[config.mk]
export PLATFORM = sky130hd
export DESIGN_NAME = dogx_rsp_fifo
export DESIGN_NICKNAME = d
export VERILOG_FILES = /design/src/rtl/core/dogx_pkg.sv /design/src/rtl/core/dogx_rsp_fifo.sv
export SDC_FILE = /design/constraint.sdc
export NUM_CORES = 1
export LEC_CHECK = 0
export ABC_AREA = 1
export ABC_CLOCK_PERIOD_IN_PS = 3200
export BUFFER_PORTS_ARGS = -buffer_cell sky130_fd_sc_hd__buf_2
export CAP_MARGIN = 20
export CORE_MARGIN = 3
export CORE_UTILIZATION = 45
export DETAILED_ROUTE_END_ITERATION = 8
export PLACE_DENSITY_LB_ADDON = 0.15
export SLEW_MARGIN = 15
export SYNTH_ARGS = -nofsm -noshare
export SYNTH_HDL_FRONTEND = slang
export SYNTH_SLANG_ARGS = --single-unit
[constraint.sdc]
create_clock -name clock -period 3.2 [get_ports clock]
set_input_delay 0.32 -clock clock [delete_from_list [all_inputs] [get_ports clock]]
set_output_delay 0.32 -clock clock [all_outputs]
set_load 0.005 [all_outputs]
[src/rtl/core/dogx_pkg.sv]
package dogx_pkg;

   // Field and register widths
   localparam int SAMPLE_W      = 32;
   localparam int THRESHOLD_W   = 31;
   localparam int ROW_LENGTH_W  = 11;
   localparam int SCALE_COUNT_W = 7;
   localparam int SCALE_INDEX_W = 6;
   localparam int TIME_INDEX_W  = 10;

   // Register file
   localparam int CSR_INDEX_W = 2;
   localparam int CSR_DATA_W  = 32;
   localparam logic [CSR_INDEX_W-1:0] CSR_THRESHOLD   = 2'd0;
   localparam logic [CSR_INDEX_W-1:0] CSR_ROW_LENGTH  = 2'd1;
   localparam logic [CSR_INDEX_W-1:0] CSR_SCALE_COUNT = 2'd2;

   localparam logic [THRESHOLD_W-1:0]   THRESHOLD_RST   = '0;
   localparam logic [ROW_LENGTH_W-1:0]  ROW_LENGTH_RST  = 11'd1024;
   localparam logic [SCALE_COUNT_W-1:0] SCALE_COUNT_RST = 7'd64;

   // Default sizing
   localparam int DEF_MAX_LEN    = 1024;
   localparam int DEF_MAX_SCALES = 64;

   // Output queue
   localparam int MAX_RESULTS = 2;
   localparam int OUT_DEPTH   = 8;
   localparam int OUT_PTR_W   = 3;
   localparam int OUT_CNT_W   = 4;
   localparam int CREDIT_W    = 5;

   // Window refill sequencer
   typedef enum logic [2:0] {
      FILL_IDLE,
      FILL_RD0,
      FILL_RD1,
      FILL_RD2,
      FILL_CAP
   } dogx_fill_type;

   // Control carried with a word into the compare stage
   typedef struct packed {
      logic valid;
      logic has_l1;
      logic has_l2;
      logic judge_prev;
      logic judge_last;
   } dogx_s1_type;

   typedef struct packed {
      logic [SCALE_INDEX_W-1:0] scale_index;
      logic [TIME_INDEX_W-1:0]  time_index;
      logic                     is_maximum;
   } dogx_result_type;

   // Up to two results from one input word, slot 0 first
   typedef struct packed {
      logic            v0;
      dogx_result_type r0;
      logic            v1;
      dogx_result_type r1;
   } dogx_pair_type;

   typedef struct packed {
      dogx_result_type res;
      logic            last_of_run;
   } dogx_entry_type;

endpackage

[src/rtl/core/dogx_rsp_fifo.sv]
module dogx_rsp_fifo
   import dogx_pkg::*;
(
   input  logic                 clock,
   input  logic                 reset,
   input  dogx_pair_type        push,
   output logic [OUT_CNT_W-1:0] count,
   output logic                 rsp_valid,
   input  logic                 rsp_ready,
   output dogx_entry_type       rsp_entry
);

   dogx_entry_type         fifo_mem_ff [OUT_DEPTH];
   logic [OUT_PTR_W-1:0]   wr_ptr_ff, wr_ptr_in, rd_ptr_ff, rd_ptr_in;
   logic [OUT_CNT_W-1:0]   count_ff, count_in;
   logic [OUT_CNT_W-1:0]   n_push;
   logic                   pop;
   dogx_entry_type         first, second;

   // Pack the valid slots in order; last word flags the end of the run
   always_comb begin
      n_push = OUT_CNT_W'(push.v0) + OUT_CNT_W'(push.v1);
      first  = push.v0 ? '{res: push.r0, last_of_run: !push.v1}
                       : '{res: push.r1, last_of_run: 1'b1};
      second = '{res: push.r1, last_of_run: 1'b1};
      pop    = (count_ff != '0) && rsp_ready;
      wr_ptr_in = OUT_PTR_W'(wr_ptr_ff + OUT_PTR_W'(n_push));
      rd_ptr_in = pop ? OUT_PTR_W'(rd_ptr_ff + OUT_PTR_W'(1)) : rd_ptr_ff;
      count_in  = count_ff + n_push - (pop ? OUT_CNT_W'(1) : '0);
   end

   always_ff @(posedge clock) begin
      if (reset) begin
         wr_ptr_ff <= '0;
         rd_ptr_ff <= '0;
         count_ff  <= '0;
      end else begin
         wr_ptr_ff <= wr_ptr_in;
         rd_ptr_ff <= rd_ptr_in;
         count_ff  <= count_in;
      end
   end

   always_ff @(posedge clock) begin
      if (n_push != '0) begin
         fifo_mem_ff[wr_ptr_ff] <= first;
      end
      if (n_push == OUT_CNT_W'(MAX_RESULTS)) begin
         fifo_mem_ff[OUT_PTR_W'(wr_ptr_ff + OUT_PTR_W'(1))] <= second;
      end
   end

   assign count     = count_ff;
   assign rsp_valid = (count_ff != '0);
   assign rsp_entry = fifo_mem_ff[rd_ptr_ff];

   // Credit check upstream must keep the queue from overflowing
   a_no_overflow: assert property (@(posedge clock) disable iff (reset)
      (CREDIT_W'(count_ff) + CREDIT_W'(n_push)) <= CREDIT_W'(OUT_DEPTH))
      else $error("response queue overflow");

   a_ptr_count: assert property (@(posedge clock) disable iff (reset)
      OUT_PTR_W'(wr_ptr_ff - rd_ptr_ff) == OUT_PTR_W'(count_ff))
      else $error("queue pointers disagree with fill count");

endmodule

# [Yosys cells after proc, flatten, opt, wreduce, memory -nomap -nowiden]
# Memory sizes are Yosys's and may differ from the RTL's. A register that Yosys moved wholly into a read port is not among the register bits.
# Index checks and enable logic that the tools add are counted.
[word_totals] ff_bits=10 ram_bits=144 output_inout_bits=23 wordCells=23 memories=1
[mem_list] memory="fifo_mem_ff" words=8 word_bits=18 read_ports=1 rd_clocked_by_memory_dff=1 write_ports=2 line_no="dogx_rsp_fifo.sv:13" rtl="dogx_entry_type fifo_mem_ff [OUT_DEPTH];"
[classes] add_sub_neg=6 n_eq_ne=1 mux=8 reduce_logical=4
[op_table] cell="$mux W18" count=1
[op_table] cell="$reduce_bool A4 Y1" count=2
[op_table] cell="$add A3 B1 Y3 const B" count=2
[op_table] cell="$mux W3" count=2
[op_table] cell="$mux W1" count=5
[op_table] cell="$add A4 B2 Y4" count=1
[op_table] cell="$sub A4 B1 Y4" count=1
[op_table] cell="$add A3 B2 Y3" count=1
[op_table] cell="$add A1 B1 Y2" count=1
[op_table] cell="$eq A2 B2 Y1 const B" count=1
[op_table] cell="$logic_and A1 B1 Y1" count=1
[op_table] cell="$logic_not A1 Y1" count=1

# [Longest topological paths before layout]
# Gate-level depths: netlist (run 1).
[depth] ltp_word=4 mapped_depth=12 mapped_depth_nobuf=11

# [Worst setup path after synthesis (run 1)]
# No wires, ideal clock.
[synth_timing] path_kind="input port to flip-flop" start="input port push[35] (netlist bit)" end="memory fifo_mem_ff[7][10] (netlist bit), enable pin" setup_time_ns=0.415 arrival_ns=2.612 t_required_ns=2.785 setup_slack_ns=0.173 path_stages=7 path_buffers=2 path_cell_list="buf_2 clkinv_1 buf_2 ha_1 nor2_1 inv_1 o21ai_0"
[synth_rtl] element="from (decl)" line_no="dogx_rsp_fifo.sv:6" rtl="input dogx_pair_type push,"
[synth_rtl] element="to (decl)" line_no="dogx_rsp_fifo.sv:13"

==> flow_metrics.py, run 1 <==
metrics = {
    "outcome": {
        "outcome": "finished, final reports clean",
    },
    "critical_path": {
        "slowest_stage": "clkinv_1",
        "cp-end-kind": "primary output",
        "r2r_start": "wr_ptr_ff[0]",
        "arrival_ns": 2.32,
        "cpMostUsedCell": "nand2_1",
        "cp-start-kind": "flip-flop",
        "worstPathRequired_ns": 2.88,
        "worstPathMaxFanout": 22,
        "criticalPathCategory": "reg -> out",
        "r2r_cells": 6,
        "path_cells": "clkinv_1, buf_4, nand2_1, nand2_1, nand2_1, nand2_1, buf_2",
        "cpPeakStageDelay_ns": 0.56,
    },
    "yosys": {
        "synth_edf_count": 136,
        "synth_top_area_share_pct": 44.2,
        "ys_seq_elements": 157,
        "synth_area_per_cell_sq_um": 7.37,
        "synth_area_leaders": "edfxtp_1 (44%), nand2_1 (29%), nand4_1 (9.2%), dfxtp_1 (4.6%), clkbuf_1 (2.5%)",
        "synth_area_sq_um": 9230,
        "synth_ff_type": "edfxtp_1",
        "syn_nets": 1304,
        "async_flop_share_pct": 0,
        "seq_area_frac_synth_pct": 48.8,
        "synth_area_leader_cell": "edfxtp_1",
        "synthTopCellsByCount": "nand2_1 (705), edfxtp_1 (136), nand4_1 (136)",
        "ys_warn_count": 0,
        "synthDistinctLibCells": 24,
        "yosysMostFrequentCell": "nand2_1",
        "synth_cells": 1252,
    },
    "min_path": {
        "hold_depth": 2,
        "min_from": "reset",
        "hp-class": "in -> reg",
    },
    "route": {
        "drc": 0,
        "first_pass_iters": 6,
        "vias_per_cell": 5.50,
        "routed_wirelength_mm": 29.1,
        "antenna_left": 0,
        "dr_total_vias": 8494,
        "wl_per_cell_um": 18.9,
        "drt_iter0_markers": 643,
    },
    "clock_network": {
        "cts-root-buf": "clkbuf_16",
        "clk_latency_ns": 0.43,
        "cts_inserted_buffers": 17,
        "cts_resized": 0,
        "clk_path_buf_depth": 2,
        "path_clk_slew_ns": 0.06,
        "ctsHoldBuffers": 0,
        "cts.sinks": 157,
        "tritoncts": "done",
        "cts_setup_buffers": 0,
        "htreeDepth": 4,
    },
    "die": {
        "die_w_um": 149,
        "die-area_sq_um": 22300,
        "rows": 51,
        "io_pins": 62,
        "initial_core_util_pct": 46.7,
        "design.core.area_sq_um": 19800,
        "die_h_um": 149,
    },
    "finish": {
        "fin_area_sq_um": 10400,
        "multi_input_area_sq_um": 4090,
        "final_core_util_pct": 52.5,
        "finalNetCount": 1318,
        "seqCellArea_sq_um": 4510,
        "area_growth_pct": 12.5,
        "stdcell_count": 1545,
        "drive_gt1_share_pct": 10.6,
        "fillerInstances": 1984,
    },
    "power": {
        "ir_worst_vdd_mv": 0.393,
        "p_per_area_nw_per_um2": 669,
        "cellLeakagePower_uw": 0.00508,
    },
    "timing": {
        "worst_pin_slew_ns": 0.889,
        "hold_violations": 0,
        "timing.final.crit_share_pct": 82.4,
        "max_slew_margin_pct": 40.4,
        "fin_tns_setup_ns": 0,
        "drv_slew": 0,
        "rsz0062_at_grt": "false",
        "clock_skew_ns": 0.00613,
        "finalCriticalPeriod_ns": 2.64,
        "fmax_ghz": 0.379,
        "setup_viol": 0,
    },
    "grt": {
        "antenna_found_initial": 0,
        "grt_max_degree": 72,
        "grt_pass1_wl_mm": 44.9,
        "grt-ovfl-total": 0,
        "first_global_vias": 8082,
        "grt_util_all_layers_pct": 26.5,
    },
    "place": {
        "routabilityCongestion": 0.804,
        "dp_hpwl_mm": 17.3,
        "dp.cells": 1511,
        "port_buffers": 61,
        "dpl_cell_area_sq_um": 9780,
    },
    "run": {
        "drv_cap": 0,
    },
}
per-layer routing:
metal | wire length (um) | track usage (%) | share of wire (%) | up-vias
met5 | 0 | 0 | 0 | -
met4 | 1050 | 11.3 | 3.6 | 0
met3 | 2120 | 3.52 | 7.3 | 68
met2 | 14000 | 45.1 | 48 | 396
met1 | 11900 | 33.9 | 41 | 3913
li1 | - | - | - | 4117
worst max-delay path: cells and delay by family, from the launching register on:
| family | cells | cell delay (ns) |
|---|---|---|
| flops | 1 | 0.35 |
| simple gates | 4 | 0.33 |
| buf+inv | 3 | 1.21 |
registers in the layout, summed over array words and instances, names as in the netlist, named ones only:
register / count
rd_ptr_ff: 3
fifo_mem_ff: 144
wr_ptr_ff: 3
count: 4
layout make-up:
type	instances	area share, %
Antenna cell	1	0.0241
Clock buffer	24	5.15
Clock inverter	8	0.482
Inverter	71	2.57
Multi-Input combinational cell	926	39.4
Sequential cell	157	43.4
Tap cell	265	3.19
Timing Repair Buffer	93	5.81
placed cells by master (no fill, tap or decap), drive strengths merged, types with 7 or more instances in the layout:
| cell type | count |
|---|---|
| edfxtp | 136 |
| nand4 | 136 |
| inv | 65 |
| nand3 | 40 |
| dfxtp | 21 |
| a21oi | 7 |
| buf | 93 |
| clkbuf | 24 |
| clkinv | 13 |
| nand2 | 706 |
| nor2 | 18 |
| ha | 11 |
per-stage QoR:
stage	hold slack, ns	setup slack (ns)	total power [uW]
floorplan	0.442	0.173	4130
global placement	0.455	0.801	4930
detailed placement	0.459	0.773	4970
CTS	0.185	0.587	6940
global route	0.207	0.413	7310
finish	0.194	0.563	6950
path summary, 6_finish.rpt:
check,endpoint,slack [ns]
worst max-delay path,rsp_entry[0],0.56
worst min-delay path,count[1],0.19
worst max register to register,fifo_mem_ff[0][2],0.85
worst min register to register,fifo_mem_ff[5][0],0.48
where the power goes:
group          internal, uW  total (uW)  switching, uW
Clock                  1170        2010            838
Sequential             2530        2630            103
Combinational           663        2310           1650
Total                  4360        6950           2590
cell families after synthesis:
| group | Yosys count | share of synthesized area [%] |
|---|---|---|
| and+or+nand+nor | 900 | 41.0 |
| xor gates and xnor gates | 4 | 0.542 |
| DFF | 157 | 48.8 |
| adders and majority gates | 13 | 1.92 |
| buffers and inverters | 169 | 7.30 |
| AOI/OAI and AO/OA | 9 | 0.488 |
(Power assumes the default switching activity.)
==> run 2: changes to the inputs <==
--- a/config.mk
+++ b/config.mk
@@ -6,7 +6,7 @@
 export NUM_CORES = 1
 export LEC_CHECK = 0
 export ABC_AREA = 1
-export ABC_CLOCK_PERIOD_IN_PS = 3200
+export ABC_CLOCK_PERIOD_IN_PS = 2520
 export BUFFER_PORTS_ARGS = -buffer_cell sky130_fd_sc_hd__buf_2
 export CAP_MARGIN = 20
 export CORE_MARGIN = 3
==> constraint.sdc (replaced) <==
create_clock -name clock -period 2.52 [get_ports clock]
set_input_delay 0.252 -clock clock [delete_from_list [all_inputs] [get_ports clock]]
set_output_delay 0.252 -clock clock [all_outputs]
set_load 0.005 [all_outputs]
==> run 2 against run 1 <==
Against the previous run:
- flip-flop and latch count unchanged
- critical path depth decreased by 2
- core utilization grew 0.43 points
- critical endpoint is now fifo_mem_ff[3][4]
==> flow_metrics.py, run 2 (synthesis results as in run 1) <==
metrics = {
    "route": {
        "drt_iter0_markers": 769,
        "first_pass_iters": 5,
        "routed_wirelength_mm": 28.9,
        "drc": 0,
        "dr_total_vias": 8599,
        "vias_per_cell": 5.52,
        "antenna_left": 0,
        "wl_per_cell_um": 18.5,
    },
    "die": {
        "initial_core_util_pct": 46.7,
        "rows": 51,
        "design.core.area_sq_um": 19800,
        "die_h_um": 149,
        "io_pins": 62,
        "die-area_sq_um": 22300,
        "die_w_um": 149,
    },
    "grt": {
        "grt-ovfl-total": 0,
        "antenna_found_initial": 2,
        "grt_util_all_layers_pct": 26.2,
        "grt_max_degree": 73,
        "grt_pass1_wl_mm": 44.7,
        "first_global_vias": 7936,
    },
    "finish": {
        "finalNetCount": 1330,
        "area_growth_pct": 13.4,
        "final_cell_mix": "nand2_1 (705), nand4_1 (136), edfxtp_1 (136), buf_2 (61), inv_1 (59)",
        "layout_commonest_cell": "nand2_1",
        "fillerInstances": 1920,
        "largest_reg_flops": 144,
        "drive_gt1_share_pct": 11.2,
        "top_register": "fifo_mem_ff",
    },
    "clock_network": {
        "clk_path_buf_depth": 2,
        "cts.sinks": 157,
        "cts_setup_buffers": 0,
        "ctsHoldBuffers": 0,
        "clk_latency_ns": 0.43,
        "tritoncts": "done",
        "cts_resized": 0,
        "cts-root-buf": "clkbuf_16",
        "htreeDepth": 4,
        "cts_inserted_buffers": 17,
        "path_clk_slew_ns": 0.07,
    },
    "timing": {
        "hold_violations": 0,
        "rsz0062_at_grt": "false",
        "worst_pin_slew_ns": 0.804,
        "fin_tns_setup_ns": 0,
        "fmax_ghz": 0.443,
        "hold_slack_ns": 0.118,
        "clock_skew_ns": 0.00766,
        "setup_viol": 0,
        "drv_slew": 0,
        "timing.final.crit_share_pct": 89.6,
        "max_slew_margin_pct": 46.1,
        "finalCriticalPeriod_ns": 2.26,
    },
    "min_path": {
        "hp-class": "in -> reg",
        "hold_depth": 2,
        "min_from": "reset",
        "whs_endpoint": "count[1]",
    },
    "power": {
        "ir_worst_vdd_mv": 0.573,
        "p_per_area_nw_per_um2": 853,
        "power.total_uw": 8930,
        "cellLeakagePower_uw": 0.00512,
    },
    "critical_path": {
        "cp-start-kind": "flip-flop",
        "reg2reg_to": "fifo_mem_ff[3][4]",
        "r2r_cells": 5,
        "criticalPathCategory": "reg -> reg",
        "worstPathMaxFanout": 48,
        "cp-end-kind": "flip-flop",
        "r2r_slack_ns": 0.26,
        "arrival_ns": 2.56,
        "worstPathRequired_ns": 2.82,
        "r2r_start": "wr_ptr_ff[0]",
    },
    "outcome": {
        "outcome": "finished, final reports clean",
    },
    "place": {
        "dp_hpwl_mm": 17.7,
        "port_buffers": 61,
        "routabilityCongestion": 0.817,
    },
    "run": {
        "drv_cap": 0,
    },
}
-- run 2: changes by cell type in the layout (fill, tap and decap cells not counted), sizes merged --
cell and delta:
buf +12, clkbuf -5, clkinv +4, bufinv +3, inv -3, diode +2, clkinvlp +1
-- run 2: worst max-delay path by stage --
| stage | cells past startpoint | endpoint | slack (ns) | start |
|---|---|---|---|---|
| after detailed placement | 5 | fifo_mem_ff[3][4] | 0.30 | wr_ptr_ff[0] |
| after CTS | 9 | rsp_entry[1] | 0.26 | flip-flop |
| after global placement | 5 | fifo_mem_ff[0][11] | 0.38 | wr_ptr_ff[0] |
| after global routing | 5 | fifo_mem_ff[3][1] | 0.12 | wr_ptr_ff[0] |
| final | 5 | fifo_mem_ff[3][4] | 0.26 | wr_ptr_ff[0] |
| after floorplan | 7 | fifo_mem_ff[7][10] | 0.02 | push[35] |
-- run 2: metal layers --
metal	share of wire [%]	routed length, um	global-route usage (%)	vias up
li1	-	-	-	4138
met4	2.1	607	9.38	0
met1	41	11900	34.7	3988
met3	7.9	2270	3.86	49
met5	0	0	0	-
met2	49	14100	43.8	424
-- run 2: final cells by class --
class	instances	area, sq um	area share (%)
antenna	3	7.51	0.0717
inverter	71	267	2.55
multi-input combinational	926	4090	39.1
clock inverter	13	149	1.42
sequential	157	4510	43.0
clock buffer	19	433	4.14
tap	265	332	3.17
timing repair buffer	105	686	6.55
-- run 2: worst max-delay path, stage by stage (launching register included) --
cell and delay [ns]:
dfxtp_1 0.39, ha_2 0.29, xnor2_4 0.60, buf_4 0.58, nand4_1 0.16, nand2_1 0.10
-- run 2: through the flow --
stage               setup WS (ns)  utilization [%]  cell area (sq um)  cells
floorplan                  0.0226                -               9230   1252
global placement            0.377             49.9               9880   1524
detailed placement          0.299             49.9               9880   1524
CTS                         0.255             52.9              10500   1556
global route                0.121             52.9              10500   1558
finish                      0.262             52.9              10500   1559
-- run 2: power by group --
| group | leakage, uW | internal (uW) | switching, uW |
|---|---|---|---|
| Sequential | 0.00149 | 3210 | 129 |
| Clock | 0.000279 | 1550 | 1080 |
| Combinational | 0.00335 | 877 | 2090 |
| Total | 0.00512 | 5630 | 3300 |
