===== config.mk =====
export PLATFORM = sky130hd
export DESIGN_NAME = dogx_judge
export DESIGN_NICKNAME = d
export VERILOG_FILES = /design/src/rtl/core/dogx_pkg.sv /design/src/rtl/core/dogx_judge.sv
export SDC_FILE = /design/constraint.sdc
export NUM_CORES = 1
export LEC_CHECK = 0
export ABC_AREA = 1
export BUFFER_PORTS_ARGS = -buffer_cell sky130_fd_sc_hd__buf_2
export CORE_MARGIN = 8
export CORE_UTILIZATION = 45
export DETAILED_ROUTE_END_ITERATION = 10
export HOLD_SLACK_MARGIN = 0.06
export SYNTH_ARGS = -nofsm -noshare
export SYNTH_HDL_FRONTEND = slang
export SYNTH_SLANG_ARGS = --single-unit

===== constraint.sdc =====
create_clock -name clock -period 7.3 [get_ports clock]
set_input_delay 0.73 -clock clock [delete_from_list [all_inputs] [get_ports clock]]
set_output_delay 0.73 -clock clock [all_outputs]
set_load 0.1 [all_outputs]

===== src/rtl/core/dogx_pkg.sv =====
package dogx_pkg;

   // Field and register widths
   localparam int SAMPLE_W      = 32;
   localparam int THRESHOLD_W   = 31;
   localparam int ROW_LENGTH_W  = 11;
   localparam int SCALE_COUNT_W = 7;
   localparam int SCALE_INDEX_W = 6;
   localparam int TIME_INDEX_W  = 10;

   // Register file
   localparam int CSR_INDEX_W = 2;
   localparam int CSR_DATA_W  = 32;
   localparam logic [CSR_INDEX_W-1:0] CSR_THRESHOLD   = 2'd0;
   localparam logic [CSR_INDEX_W-1:0] CSR_ROW_LENGTH  = 2'd1;
   localparam logic [CSR_INDEX_W-1:0] CSR_SCALE_COUNT = 2'd2;

   localparam logic [THRESHOLD_W-1:0]   THRESHOLD_RST   = '0;
   localparam logic [ROW_LENGTH_W-1:0]  ROW_LENGTH_RST  = 11'd1024;
   localparam logic [SCALE_COUNT_W-1:0] SCALE_COUNT_RST = 7'd64;

   // Default sizing
   localparam int DEF_MAX_LEN    = 1024;
   localparam int DEF_MAX_SCALES = 64;

   // Output queue
   localparam int MAX_RESULTS = 2;
   localparam int OUT_DEPTH   = 8;
   localparam int OUT_PTR_W   = 3;
   localparam int OUT_CNT_W   = 4;
   localparam int CREDIT_W    = 5;

   // Window refill sequencer
   typedef enum logic [2:0] {
      FILL_IDLE,
      FILL_RD0,
      FILL_RD1,
      FILL_RD2,
      FILL_CAP
   } dogx_fill_type;

   // Control carried with a word into the compare stage
   typedef struct packed {
      logic valid;
      logic has_l1;
      logic has_l2;
      logic judge_prev;
      logic judge_last;
   } dogx_s1_type;

   typedef struct packed {
      logic [SCALE_INDEX_W-1:0] scale_index;
      logic [TIME_INDEX_W-1:0]  time_index;
      logic                     is_maximum;
   } dogx_result_type;

   // Up to two results from one input word, slot 0 first
   typedef struct packed {
      logic            v0;
      dogx_result_type r0;
      logic            v1;
      dogx_result_type r1;
   } dogx_pair_type;

   typedef struct packed {
      dogx_result_type res;
      logic            last_of_run;
   } dogx_entry_type;

endpackage


===== src/rtl/core/dogx_judge.sv =====
module dogx_judge
   import dogx_pkg::*;
#(
   parameter int COL_W = $clog2(DEF_MAX_LEN),
   parameter int ROW_W = $clog2(DEF_MAX_SCALES)
)(
   input  logic                       clock,
   input  logic                       reset,
   input  logic [THRESHOLD_W-1:0]     threshold,
   input  dogx_s1_type                s1,
   input  logic [COL_W-1:0]           s1_col,
   input  logic [ROW_W-1:0]           s1_row,
   input  logic signed [SAMPLE_W-1:0] s1_sample,
   input  logic [SAMPLE_W-1:0]        rd_data_a,
   input  logic [SAMPLE_W-1:0]        rd_data_b,
   input  dogx_fill_type              fill_state,
   output dogx_pair_type              pair
);

   // Window of the two previous columns: old, middle and current line
   logic signed [SAMPLE_W-1:0] w1_old_ff, w1_mid_ff, w1_cur_ff;
   logic signed [SAMPLE_W-1:0] w2_old_ff, w2_mid_ff, w2_cur_ff;
   logic signed [SAMPLE_W-1:0] new_old, new_mid, new_cur;
   logic signed [SAMPLE_W-1:0] thr_pos, thr_neg;

   logic above0, below0, big0;
   logic above1, below1, big1;
   logic            valid0_in, valid1_in, valid0_ff, valid1_ff;
   dogx_result_type res0_in, res1_in, res0_ff, res1_ff;

   // Port A carries the middle line, port B the old line, outside refill
   assign new_mid = $signed(rd_data_a);
   assign new_old = $signed(rd_data_b);
   assign new_cur = s1_sample;
   assign thr_pos = $signed({1'b0, threshold});
   assign thr_neg = -thr_pos;

   // Window shift on a word, direct loads during refill
   always_ff @(posedge clock) begin
      if (s1.valid) begin
         w2_old_ff <= w1_old_ff;
         w2_mid_ff <= w1_mid_ff;
         w2_cur_ff <= w1_cur_ff;
         w1_old_ff <= new_old;
         w1_mid_ff <= new_mid;
         w1_cur_ff <= new_cur;
      end else begin
         case (fill_state)
            FILL_RD1: begin
               w1_mid_ff <= new_mid;
               w1_old_ff <= $signed(rd_data_b);
            end
            FILL_RD2: begin
               w1_cur_ff <= $signed(rd_data_a);
               w2_old_ff <= $signed(rd_data_b);
            end
            FILL_CAP: begin
               w2_mid_ff <= $signed(rd_data_a);
               w2_cur_ff <= $signed(rd_data_b);
            end
            default: ;
         endcase
      end
   end

   // Column c-1: center is the middle line one column back
   always_comb begin
      above0 = (w1_mid_ff > w1_old_ff) && (w1_mid_ff > new_old) &&
               (w1_mid_ff > w1_cur_ff) && (w1_mid_ff > new_cur) &&
               (w1_mid_ff > new_mid) &&
               (!s1.has_l2 || ((w1_mid_ff > w2_old_ff) && (w1_mid_ff > w2_mid_ff) &&
                               (w1_mid_ff > w2_cur_ff)));
      below0 = (w1_mid_ff < w1_old_ff) && (w1_mid_ff < new_old) &&
               (w1_mid_ff < w1_cur_ff) && (w1_mid_ff < new_cur) &&
               (w1_mid_ff < new_mid) &&
               (!s1.has_l2 || ((w1_mid_ff < w2_old_ff) && (w1_mid_ff < w2_mid_ff) &&
                               (w1_mid_ff < w2_cur_ff)));
      big0   = (w1_mid_ff > thr_pos) || (w1_mid_ff < thr_neg);
   end

   // Column c at row end: right side clipped
   always_comb begin
      above1 = (new_mid > new_old) && (new_mid > new_cur) &&
               (!s1.has_l1 || ((new_mid > w1_old_ff) && (new_mid > w1_mid_ff) &&
                               (new_mid > w1_cur_ff)));
      below1 = (new_mid < new_old) && (new_mid < new_cur) &&
               (!s1.has_l1 || ((new_mid < w1_old_ff) && (new_mid < w1_mid_ff) &&
                               (new_mid < w1_cur_ff)));
      big1   = (new_mid > thr_pos) || (new_mid < thr_neg);
   end

   always_comb begin
      valid0_in           = s1.valid && s1.judge_prev && big0 && (above0 || below0);
      res0_in.scale_index = SCALE_INDEX_W'(s1_row);
      res0_in.time_index  = TIME_INDEX_W'(s1_col - COL_W'(1));
      res0_in.is_maximum  = above0;
      valid1_in           = s1.valid && s1.judge_last && big1 && (above1 || below1);
      res1_in.scale_index = SCALE_INDEX_W'(s1_row);
      res1_in.time_index  = TIME_INDEX_W'(s1_col);
      res1_in.is_maximum  = above1;
   end

   always_ff @(posedge clock) begin
      if (reset) begin
         valid0_ff <= 1'b0;
         valid1_ff <= 1'b0;
      end else begin
         valid0_ff <= valid0_in;
         valid1_ff <= valid1_in;
      end
   end

   always_ff @(posedge clock) begin
      res0_ff <= res0_in;
      res1_ff <= res1_in;
   end

   assign pair = '{v0: valid0_ff, r0: res0_ff, v1: valid1_ff, r1: res1_ff};

endmodule


Yosys cells after proc, flatten, opt, wreduce, memory -nomap -nowiden:

Cells that the tools add are included.

* add/subtract/negate cells: 2
* $lt $le $gt $ge: 30
* equal/unequal tests: 3
* muxes and demuxes: 12
* reductions and logical operators: 41

Operators by type and width (count)
* > comparator 32 bit: 15
* less-than comparator 32 bit: 15
* 2-to-1 mux 32 bit: 12
* negation 31 -> 32 bit: 1
* logical AND 1 bit: 28
* subtractor 10 x 1 -> 10 bit (second input constant): 1
* logical OR 1 bit: 8
* == test 3 x 2 -> 1 bit (second input constant): 2
* nonzero test 2 bit: 3
* == test 3 bit (second input constant): 1
* logical NOT 1 bit: 2

* register bits: 222
* output and inout port bits: 36

Depth between registers and ports, before layout:

Gate-level depths: netlist of the first run.

* word-level depth: 8
* mapped depth: 23

Least setup slack after synthesis of the first run:

No wires, ideal clock.

* path kind: input to register
* start: input port fill_state[2]
* end: register w2_cur_ff[0] (enable)
* library setup time: 582 ps
* data arrival time: 5509 ps
* setup slack: 1209 ps
* stages on the path: 2
* path buffers: 0
* cell sequence: inv_1 o31ai_1

* cells in the longest elaborated chain, start to end: 2

Ends and longest elaborated chain
* from (decl): line dogx_judge.sv:16 `input dogx_fill_type fill_state,`
* == test 3 bit: line dogx_judge.sv:48 `case (fill_state)`
* nonzero test 2 bit (no line)
* to (signal assigned): line dogx_judge.sv:43 `w2_cur_ff <= w1_cur_ff;`
* to (signal assigned): line dogx_judge.sv:59 `w2_cur_ff <= $signed(rd_data_b);`
* to (decl): line dogx_judge.sv:22 `logic signed [SAMPLE_W-1:0] w2_old_ff, w2_mid_ff, w2_cur_ff;`

No other way between the ends.
A chain may end at the register's enable or synchronous reset.

Final worst setup path of the first run:

* start: input port threshold[1]
* end: register valid1_ff

* cells in the longest elaborated chain, start to end: 5
* elaborated cells on any way between the ends: 6
* those cells by class: add/sub (1); order compare (2); reduce/logical (3)

Ends and longest elaborated chain
* from (decl): line dogx_judge.sv:9 `input logic [THRESHOLD_W-1:0] threshold,`
* negation 31 -> 32 bit: line dogx_judge.sv:36 `assign thr_neg = -thr_pos;`
* less-than comparator 32 bit: line dogx_judge.sv:89 `big1 = (new_mid > thr_pos) || (new_mid < thr_neg);`
* logical OR 1 bit *: line dogx_judge.sv:89
* logical AND 1 bit * (2 in series): line dogx_judge.sv:97 `valid1_in = s1.valid && s1.judge_last && big1 && (above1 || below1);`
* to (signal assigned): line dogx_judge.sv:109 `valid1_ff <= valid1_in;`
* to (decl): line dogx_judge.sv:28 `logic valid0_in, valid1_in, valid0_ff, valid1_ff;`

Mark *: on every way between the ends. The rest lies on a longest branch, timed or not.

==> key figures, run 1 <==
Run status
  – Result of the run: finished, final reports clean

Die
  – Die Width: between 200 and 250 um
  – Num rows: between 70 and 80
  – Full die area: around 54,000 um2
  – Starting density of the core: 0.4528
  – Core area: 46,260 um2
  – Number of primary I/O pins: about 190
  – Chip Height: between 200 and 250 um

Layout
  – Non-Filler Cell Area, Final: roughly 24,000 um2
  – Share of cells above drive strength 1: 0.09953
  – Leading cell types in the layout, fill and taps excluded: 523 x sky130_fd_sc_hd__nand2_1, 506 x sky130_fd_sc_hd__ha_1, 396 x sky130_fd_sc_hd__inv_1, 241 x sky130_fd_sc_hd__a21oi_1, 193 x sky130_fd_sc_hd__o21ai_0
  – Net count, final: 3,390
  – Most common cell after layout, fill and taps aside: sky130_fd_sc_hd__nand2_1
  – Layout area overhead: 12.60%

Clock network
  – Number of clock sinks seen by CTS: ~220
  – Clock tree from TritonCTS: done
  – Post-CTS Hold Fix Bufs: 0
  – Post CTS Setup Buffer Count: 0
  – # H-tree levels: 1
  – Root buffer selected by CTS: sky130_fd_sc_hd__clkbuf_16
  – CTS Buf Count: 28
  – Source-to-sink clock delay at the later pin of the worst-skew pair: between 0.5 and 0.6 ns
  – Max Buffers Root-to-Sink: 3
  – Clock transition time at the flip-flop clock pins of the worst setup and hold paths: roughly 0.060 ns
  – Number of gates given a new drive strength after cts: 0

Route
  – Final antenna-violating net count: 0
  – Number of remaining DRC errors: 0
  – Via Count: 18,410
  – Detail-routed via count per cell: between 5 and 6
  – Number of DRC markers after the initial detailed-route iteration: approximately 1,400
  – Detailed Route WL: 67,410 um
  – DRT Pass-1 Iters: 8
  – Wirelength per Cell: about 20 um

Logic synthesis
  – Mean post-synth cell area: slightly above 8 um2
  – Net count after synthesis: roughly 3,200
  – Post-synthesis cell type count: 48
  – Sequential element share of the synthesized area: 0.3039
  – Syn. warnings: 0
  – Ys async rst share: 0
  – Number of register bits inferred by synthesis: approximately 220
  – Mapped Area: 20,950 um2
  – Number of flops mapped to enable cells by yosys: between 150 and 200
  – Number of cells produced by synthesis: roughly 2,500
  – Dominant register cell in the synthesized netlist: sky130_fd_sc_hd__edfxtp_1

Power
  – Internal power contribution: 2.933 mW
  – Leakage dissipation: approximately 12 nW
  – PD cells: ~190 nW/um2
  – Part of the total power dissipated in sequential elements: 0.356
  – Max VDD drop: about 0.18 mV
  – Power share of the clock group: 0.338
  – Net switching share of the total power: 0.3554
  – Part of the power in combinational logic: 0.306
  – Net switching power: between 1.5 and 2 mW

Place
  – Quantity of I/O buffers inserted on ports: between 150 and 200
  – Cell Area, Placed: 22,570 um2
  – Post-detail-place hpwl: ~53,000 um
  – Final weighted congestion in routability-driven placement: ~0.95

Timing
  – Sum of negative setup slack: 0 ns
  – Part of the cycle the worst path needs: 0.5302
  – Minimum clock period: 3.871 ns
  – Total count of max-transition violations in the final report: 0
  – Setup-failing EPs final: 0
  – Largest clock skew in the final design: around 0.016 ns
  – Slew Limit Headroom: 0.2163
  – Transition time of the tightest slew-check pin: around 1.2 ns
  – Maximum clock frequency: ~260 MHz
  – Final hold violation count: 0
  – Setup repair after global routing missed its margin: false

Global routing
  – Number of global-route vias before repair: ~18,000
  – Total congestion overflow after global routing: 0
  – Wire length of the first global-routing pass: between 100,000 and 150,000 um
  – GRT Overall Usage: 0.2431
  – Initial antenna violation count: 7
  – Maximum number of pins on one net before global-route repair: between 100 and 150

Run
  – Max Cap Violations: 0

Setup path
  – WS Path Type: input pin to flop
  – Reg-to-reg startpoint: w1_mid_ff[31]$_DFFE_PP_
  – Data required time of the worst path: around 7.8 ns
  – Startpoint of the worst setup timing path: threshold[1]
  – Critical Path End Type: flop
  – Crit Path Max Fanout: 5
  – Arrival time worst endpoint: around 4.3 ns
  – Kind of launch point of the worst setup path: input pin

Worst hold path
  – Min-delay src: s1_row[4]
  – Worst hold-check path type: input pin to flop
logic make-up after synthesis:
logic type / count (synthesis) / share of synthesized area
fa+ha+maj: 506 / 0.3022
xor+xnor: 34 / 0.01422
compound gates: 501 / 0.1279
buf+inv: 431 / 0.07866
simple gates: 844 / 0.1731
flops: 222 / 0.3039
worst paths after layout:
path,slack [ns],depth (start not counted),endpoint
max reg2reg,3.72,15,valid0_ff$_SDFF_PP0_
min reg2reg,0.62,2,w2_cur_ff[17]$_DFFE_PP_
min,0.25,1,pair[15]$_DFF_P_
max,3.43,23,valid1_ff$_SDFF_PP0_
stage by stage:
step	util	worst slack, ns	instances	hold slack [ns]	power (mW)
2_1_floorplan	-	1.209	2538	0.5487	2.546
3_3_place_gp	0.4880	2.963	3308	0.6057	2.966
3_5_place_dp	0.4880	2.910	3308	0.6069	3.019
4_1_cts	0.5098	3.514	3360	0.2333	4.564
5_1_grt	0.5098	3.079	3360	0.2399	4.812
6_report	0.5099	3.429	3362	0.2516	4.549
critical path: stages:
cell	delay (ns)
sky130_fd_sc_hd__buf_2	0.10
sky130_fd_sc_hd__inv_2	0.10
sky130_fd_sc_hd__ha_1	0.24
sky130_fd_sc_hd__nand2_1	0.07
sky130_fd_sc_hd__nor2_1	0.17
sky130_fd_sc_hd__nand4_1	0.36
sky130_fd_sc_hd__nor2_1	0.20
sky130_fd_sc_hd__nand4_1	0.29
sky130_fd_sc_hd__nor3_1	0.32
sky130_fd_sc_hd__nand4_1	0.15
sky130_fd_sc_hd__xor2_1	0.18
sky130_fd_sc_hd__ha_1	0.30
sky130_fd_sc_hd__nand2_1	0.06
sky130_fd_sc_hd__nor2_1	0.11
sky130_fd_sc_hd__nand4_1	0.12
sky130_fd_sc_hd__nor3_1	0.23
sky130_fd_sc_hd__nand3_1	0.11
sky130_fd_sc_hd__nor2_1	0.09
sky130_fd_sc_hd__nand3_1	0.09
sky130_fd_sc_hd__nand4_1	0.11
sky130_fd_sc_hd__nand2_1	0.06
sky130_fd_sc_hd__nor2_1	0.11
sky130_fd_sc_hd__nor2_1	0.06
flip-flops by register name (all words and copies together) (netlist names):
name	flops
valid0_ff	1
w1_old_ff	32
valid1_ff	1
w2_cur_ff	32
w1_mid_ff	32
w2_mid_ff	32
w2_old_ff	32
w1_cur_ff	32
pair	28
power by group through the flow:
stage	logic [mW]	clock network, mW	registers, mW
global route	1.58	1.60	1.63
global placement	1.32	0	1.64
finish	1.39	1.54	1.62
detailed placement	1.37	0	1.64
floorplan	0.867	0	1.68
CTS	1.38	1.56	1.62
routing by layer:
metal	track usage	share of wire	vias to the layer above
met2	0.4023	0.45	548
met4	0.07181	0.028	10
met5	0	0.00086	-
met1	0.3245	0.45	8593
li1	-	-	9136
met3	0.03824	0.068	127
synthesized netlist by cell type, drive strengths merged, types with 2 or more instances:
| master | count | area, um2 |
|---|---|---|
| a211oi | 9 | 67.56 |
| a21o | 9 | 67.56 |
| a21oi | 243 | 1224 |
| a31oi | 2 | 12.51 |
| and3 | 2 | 12.51 |
| buf | 11 | 71.32 |
| clkbuf | 18 | 67.56 |
| dfxtp | 30 | 600.6 |
| edfxtp | 192 | 5766 |
| ha | 506 | 6331 |
| inv | 402 | 1509 |
| nand2 | 529 | 1998 |
| nand3 | 68 | 362.8 |
| nand3b | 3 | 22.52 |
| nand4 | 48 | 315.3 |
| nor2 | 142 | 568.0 |
| nor3 | 30 | 161.4 |
| nor3b | 5 | 42.54 |
| nor4 | 14 | 121.4 |
| o211ai | 6 | 45.04 |
| o21a | 21 | 157.7 |
| o21ai | 196 | 980.9 |
| o21bai | 4 | 30.03 |
| o221ai | 4 | 35.03 |
| o31ai | 2 | 15.01 |
| or3 | 2 | 12.51 |
| xnor2 | 3 | 26.28 |
| xor2 | 31 | 271.5 |
layout make-up:
class / instances / area [um2]
flip-flops and latches: 222 / 6366
repair buffers: 192 / 970.9
inverters: 402 / 1511
well taps: 607 / 759.5
fillers: 4413 / 22670
clock inverters: 17 / 261.5
multi-input cells: 1885 / 12970
clock buffers: 35 / 747.0
diodes: 2 / 5.005
Power figures use the tool's default switching activity.
==> inputs of run 2 (changes only) <==
--- a/config.mk
+++ b/config.mk
@@ -11,6 +11,7 @@
 export CORE_UTILIZATION = 45
 export DETAILED_ROUTE_END_ITERATION = 10
 export HOLD_SLACK_MARGIN = 0.06
+export PLACE_DENSITY = 0.66
 export SYNTH_ARGS = -nofsm -noshare
 export SYNTH_HDL_FRONTEND = slang
 export SYNTH_SLANG_ARGS = --single-unit
==> constraint.sdc (replaced) <==
create_clock -name clock -period 3.5 [get_ports clock]
set_input_delay 0.35 -clock clock [delete_from_list [all_inputs] [get_ports clock]]
set_output_delay 0.35 -clock clock [all_outputs]
set_load 0.1 [all_outputs]
==> run 2 against run 1 <==
Against the previous run:
- routed wire length up 1.8%
- clock-buffer cell count shrank 4
- clock skew is 0.0047 ns lower
- critical path depth is 2 higher
- cell count increased by 3.1%
- clock power is 100% higher
- combinational power rose by 120%
- first-iteration DRC count increased by 16%
- sequential share of layout area is 1.0 points lower
- utilization up 2.0 points
- largest power group unchanged
==> key figures, run 2 (same netlist as run 1, synthesis figures left out) <==
Clock network
  – Source-to-sink clock delay at the later pin of the worst-skew pair: 0.57 ns (was 0.58 ns)
  – Post-CTS Hold Fix Bufs: 49 (was 0)
  – Root buffer selected by CTS: sky130_fd_sc_hd__clkbuf_16 (unchanged)
  – Post CTS Setup Buffer Count: 0 (unchanged)
  – Clock tree from TritonCTS: done (unchanged)
  – CTS Buf Count: 28 (unchanged)
  – # H-tree levels: 1 (unchanged)
  – Clock transition time at the flip-flop clock pins of the worst setup and hold paths: 0.06 ns (about the same)
  – Max Buffers Root-to-Sink: 3 (unchanged)
  – Number of clock sinks seen by CTS: 222 (unchanged)
  – Number of gates given a new drive strength after cts: 0 (unchanged)

Layout
  – Net count, final: 3,496 (was 3,390)
  – Leading cell types in the layout, fill and taps excluded: 523 x sky130_fd_sc_hd__nand2_1, 506 x sky130_fd_sc_hd__ha_1, 396 x sky130_fd_sc_hd__inv_1, 241 x sky130_fd_sc_hd__a21oi_1, 193 x sky130_fd_sc_hd__o21ai_0 (unchanged)
  – Final non-filler cell total: 3,467 (was 3,362)
  – Utilization after layout: 0.5297 (was 0.5099)
  – Most common cell after layout, fill and taps aside: sky130_fd_sc_hd__nand2_1 (unchanged)
  – Share of cells above drive strength 1: 0.1147 (was 0.09953)
  – Multi-input logic area: 12,970 um2 (unchanged)
  – Layout area overhead: 16.98% (was 12.60%)
  – Register area: 6366 um2 (unchanged)
  – Filler cell count in the final layout: 4,255 (was 4,413)

Route
  – Number of remaining DRC errors: 0 (unchanged)
  – Wirelength per Cell: 19.79 um (was 20.05 um)
  – Detailed Route WL: 68,610 um (was 67,410 um)
  – Detail-routed via count per cell: 5.522 (was 5.477)
  – Final antenna-violating net count: 0 (unchanged)
  – DRT Pass-1 Iters: 6 (was 8)
  – Number of DRC markers after the initial detailed-route iteration: 1,626 (was 1,402)
  – Via Count: 19,140 (was 18,410)

Place
  – Quantity of I/O buffers inserted on ports: 188 (unchanged)
  – Number of placed instances, taps included: 3,365 (was 3,308)
  – Post-detail-place hpwl: 54,140 um (was 53,440 um)
  – Post-Place Worst Slack: -0.1845 ns (was 2.910 ns)
  – Final weighted congestion in routability-driven placement: 0.9393 (was 0.9479)

Timing
  – Final hold violation count: 0 (unchanged)
  – Setup-failing EPs final: 0 (unchanged)
  – Largest clock skew in the final design: 0.01156 ns (was 0.01627 ns)
  – Transition time of the tightest slew-check pin: 1.099 ns (was 1.165 ns)
  – Crit path setup slack, layout: 0.3908 ns (was 3.429 ns)
  – Part of the cycle the worst path needs: 0.8883
  – Minimum clock period: 3.109 ns
  – Total count of max-transition violations in the final report: 0 (unchanged)
  – Final hold slack: 0.1471 ns (was 0.2516 ns)
  – Slew Limit Headroom: 0.2674 (was 0.2163)
  – Sum of negative setup slack: 0 ns (unchanged)
  – Setup repair after global routing missed its margin: false (unchanged)
  – Maximum clock frequency: ~320 MHz

Worst hold path
  – Min-delay src: s1[2] (was s1_row[4])
  – WHS Endpoint: pair[18]$_DFF_P_ (was pair[15]$_DFF_P_)
  – Worst hold-check path type: input pin to flop (unchanged)
  – Worst Hold Depth: 4 (was 1)

Setup path
  – Setup slack of the worst register-to-register path: 0.40 ns (was 3.72 ns)
  – Critical Path End Type: flop (unchanged)
  – Data required time of the worst path: 3.97 ns (was 7.77 ns)
  – Capturing point of the worst reg2reg path: valid0_ff$_SDFF_PP0_ (unchanged)
  – Startpoint of the worst setup timing path: threshold[0] (was threshold[1])
  – Reg2Reg Depth: 17 (was 15)
  – Arrival time worst endpoint: 3.58 ns (was 4.34 ns)
  – Reg-to-reg startpoint: w1_mid_ff[27]$_DFFE_PP_ (was w1_mid_ff[31]$_DFFE_PP_)
  – Kind of launch point of the worst setup path: input pin (unchanged)
  – WS Path Type: input pin to flop (unchanged)
  – Crit Path Max Fanout: 4 (was 5)

Die
  – Chip Height: 231.8 um (unchanged)
  – Die Width: 231.8 um (unchanged)
  – Full die area: 53,710 um2 (unchanged)
  – Num rows: 79 (unchanged)
  – Core area: 46,260 um2 (unchanged)
  – Number of primary I/O pins: 189 (unchanged)
  – Starting density of the core: 0.4528 (unchanged)

Global routing
  – Wire length of the first global-routing pass: 104,700 um (was 101,500 um)
  – GRT Overall Usage: 0.2496 (was 0.2431)
  – Number of global-route vias before repair: 19,340 (was 18,140)
  – Total congestion overflow after global routing: 0 (unchanged)
  – Initial antenna violation count: 4 (was 7)
  – Maximum number of pins on one net before global-route repair: 192 (was 102)

Run status
  – Result of the run: finished, final reports clean (unchanged)

Power
  – Power share of the clock group: 0.327 (was 0.338)
  – Part of the power in combinational logic: 0.321 (was 0.306)
  – Leakage dissipation: 12.54 nW (was 12.06 nW)
  – Net switching power: 3.380 mW (was 1.617 mW)
  – Internal power contribution: 6.107 mW (was 2.933 mW)
  – Net switching share of the total power: 0.3563 (was 0.3554)
  – PD cells: 387.2 nW/um2 (was 192.9 nW/um2)
  – Max VDD drop: 0.3614 mV (was 0.1821 mV)
  – Part of the total power dissipated in sequential elements: 0.352 (was 0.356)

Run
  – Max Cap Violations: 0 (unchanged)
-- run 2: cell types whose count changed in the layout (fill, tap and decap cells not counted), sizes merged, moves of 4 or more --
cell         previous run  this run
buf                   192       249
dlygate4sd3             0        49
clkinv                  6        13
clkbuf                 35        31
-- run 2: layout make-up --
cell class | count | share of cell area
Multi-Input combinational cell | 1885 | 0.5291
Tap cell | 607 | 0.03099
Timing Repair Buffer | 298 | 0.07863
Antenna cell | 1 | 0.0001021
Inverter | 402 | 0.06168
Clock buffer | 31 | 0.02992
Sequential cell | 222 | 0.2598
Clock inverter | 21 | 0.009752
-- run 2: how the worst max path moves through the flow --
| stage | to | slack [ns] | depth (start not counted) |
|---|---|---|---|
| 5_1_grt | valid1_ff$_SDFF_PP0_ | 0.03 | 26 |
| 6_report | valid1_ff$_SDFF_PP0_ | 0.39 | 25 |
| 3_5_place_dp | valid1_ff$_SDFF_PP0_ | -0.18 | 25 |
| 2_1_floorplan | valid1_ff$_SDFF_PP0_ | 0.46 | 22 |
| 3_3_place_gp | valid1_ff$_SDFF_PP0_ | -0.12 | 23 |
| 4_1_cts | valid1_ff$_SDFF_PP0_ | 0.42 | 25 |
-- run 2: metal layers --
metal / share of wire / track usage
met1: 0.42 / 0.3239
met3: 0.083 / 0.03946
met5: 0.00044 / 0
met4: 0.035 / 0.09384
met2: 0.46 / 0.4147
-- run 2: worst max-delay path, stage by stage --
cell and delay, ns:
sky130_fd_sc_hd__buf_2 0.11, sky130_fd_sc_hd__inv_2 0.06, sky130_fd_sc_hd__ha_1 0.16, sky130_fd_sc_hd__nand2_1 0.06
sky130_fd_sc_hd__nor2_1 0.14, sky130_fd_sc_hd__nand4_1 0.11, sky130_fd_sc_hd__buf_4 0.18, sky130_fd_sc_hd__nor2_1 0.11
sky130_fd_sc_hd__nand4_1 0.09, sky130_fd_sc_hd__buf_4 0.18, sky130_fd_sc_hd__nor3_1 0.25, sky130_fd_sc_hd__nand4_1 0.15
sky130_fd_sc_hd__xor2_1 0.19, sky130_fd_sc_hd__ha_1 0.30, sky130_fd_sc_hd__nand2_1 0.05, sky130_fd_sc_hd__nor2_1 0.09
sky130_fd_sc_hd__nand4_1 0.10, sky130_fd_sc_hd__nor3_1 0.29, sky130_fd_sc_hd__nand3_1 0.12, sky130_fd_sc_hd__nor2_1 0.09
sky130_fd_sc_hd__nand3_1 0.10, sky130_fd_sc_hd__nand4_1 0.11, sky130_fd_sc_hd__nand2_1 0.05, sky130_fd_sc_hd__nor2_1 0.08
sky130_fd_sc_hd__nor2_1 0.05
-- run 2: power groups by stage --
stage / Sequential (mW) / Clock, mW / Combinational (mW)
after global placement: 3.38 / 0 / 2.83
after CTS: 3.33 / 3.15 / 3.02
final: 3.34 / 3.11 / 3.04
after floorplan: 3.49 / 0 / 1.81
after detailed placement: 3.39 / 0 / 2.96
after global routing: 3.36 / 3.23 / 3.45
-- run 2: stage by stage --
| step | area [um2] | total power, mW |
|---|---|---|
| finish | 24500 | 9.487 |
| detailed placement | 23040 | 6.350 |
| global route | 24500 | 10.03 |
| CTS | 24500 | 9.507 |
| floorplan | 20970 | 5.302 |
| global placement | 23040 | 6.214 |
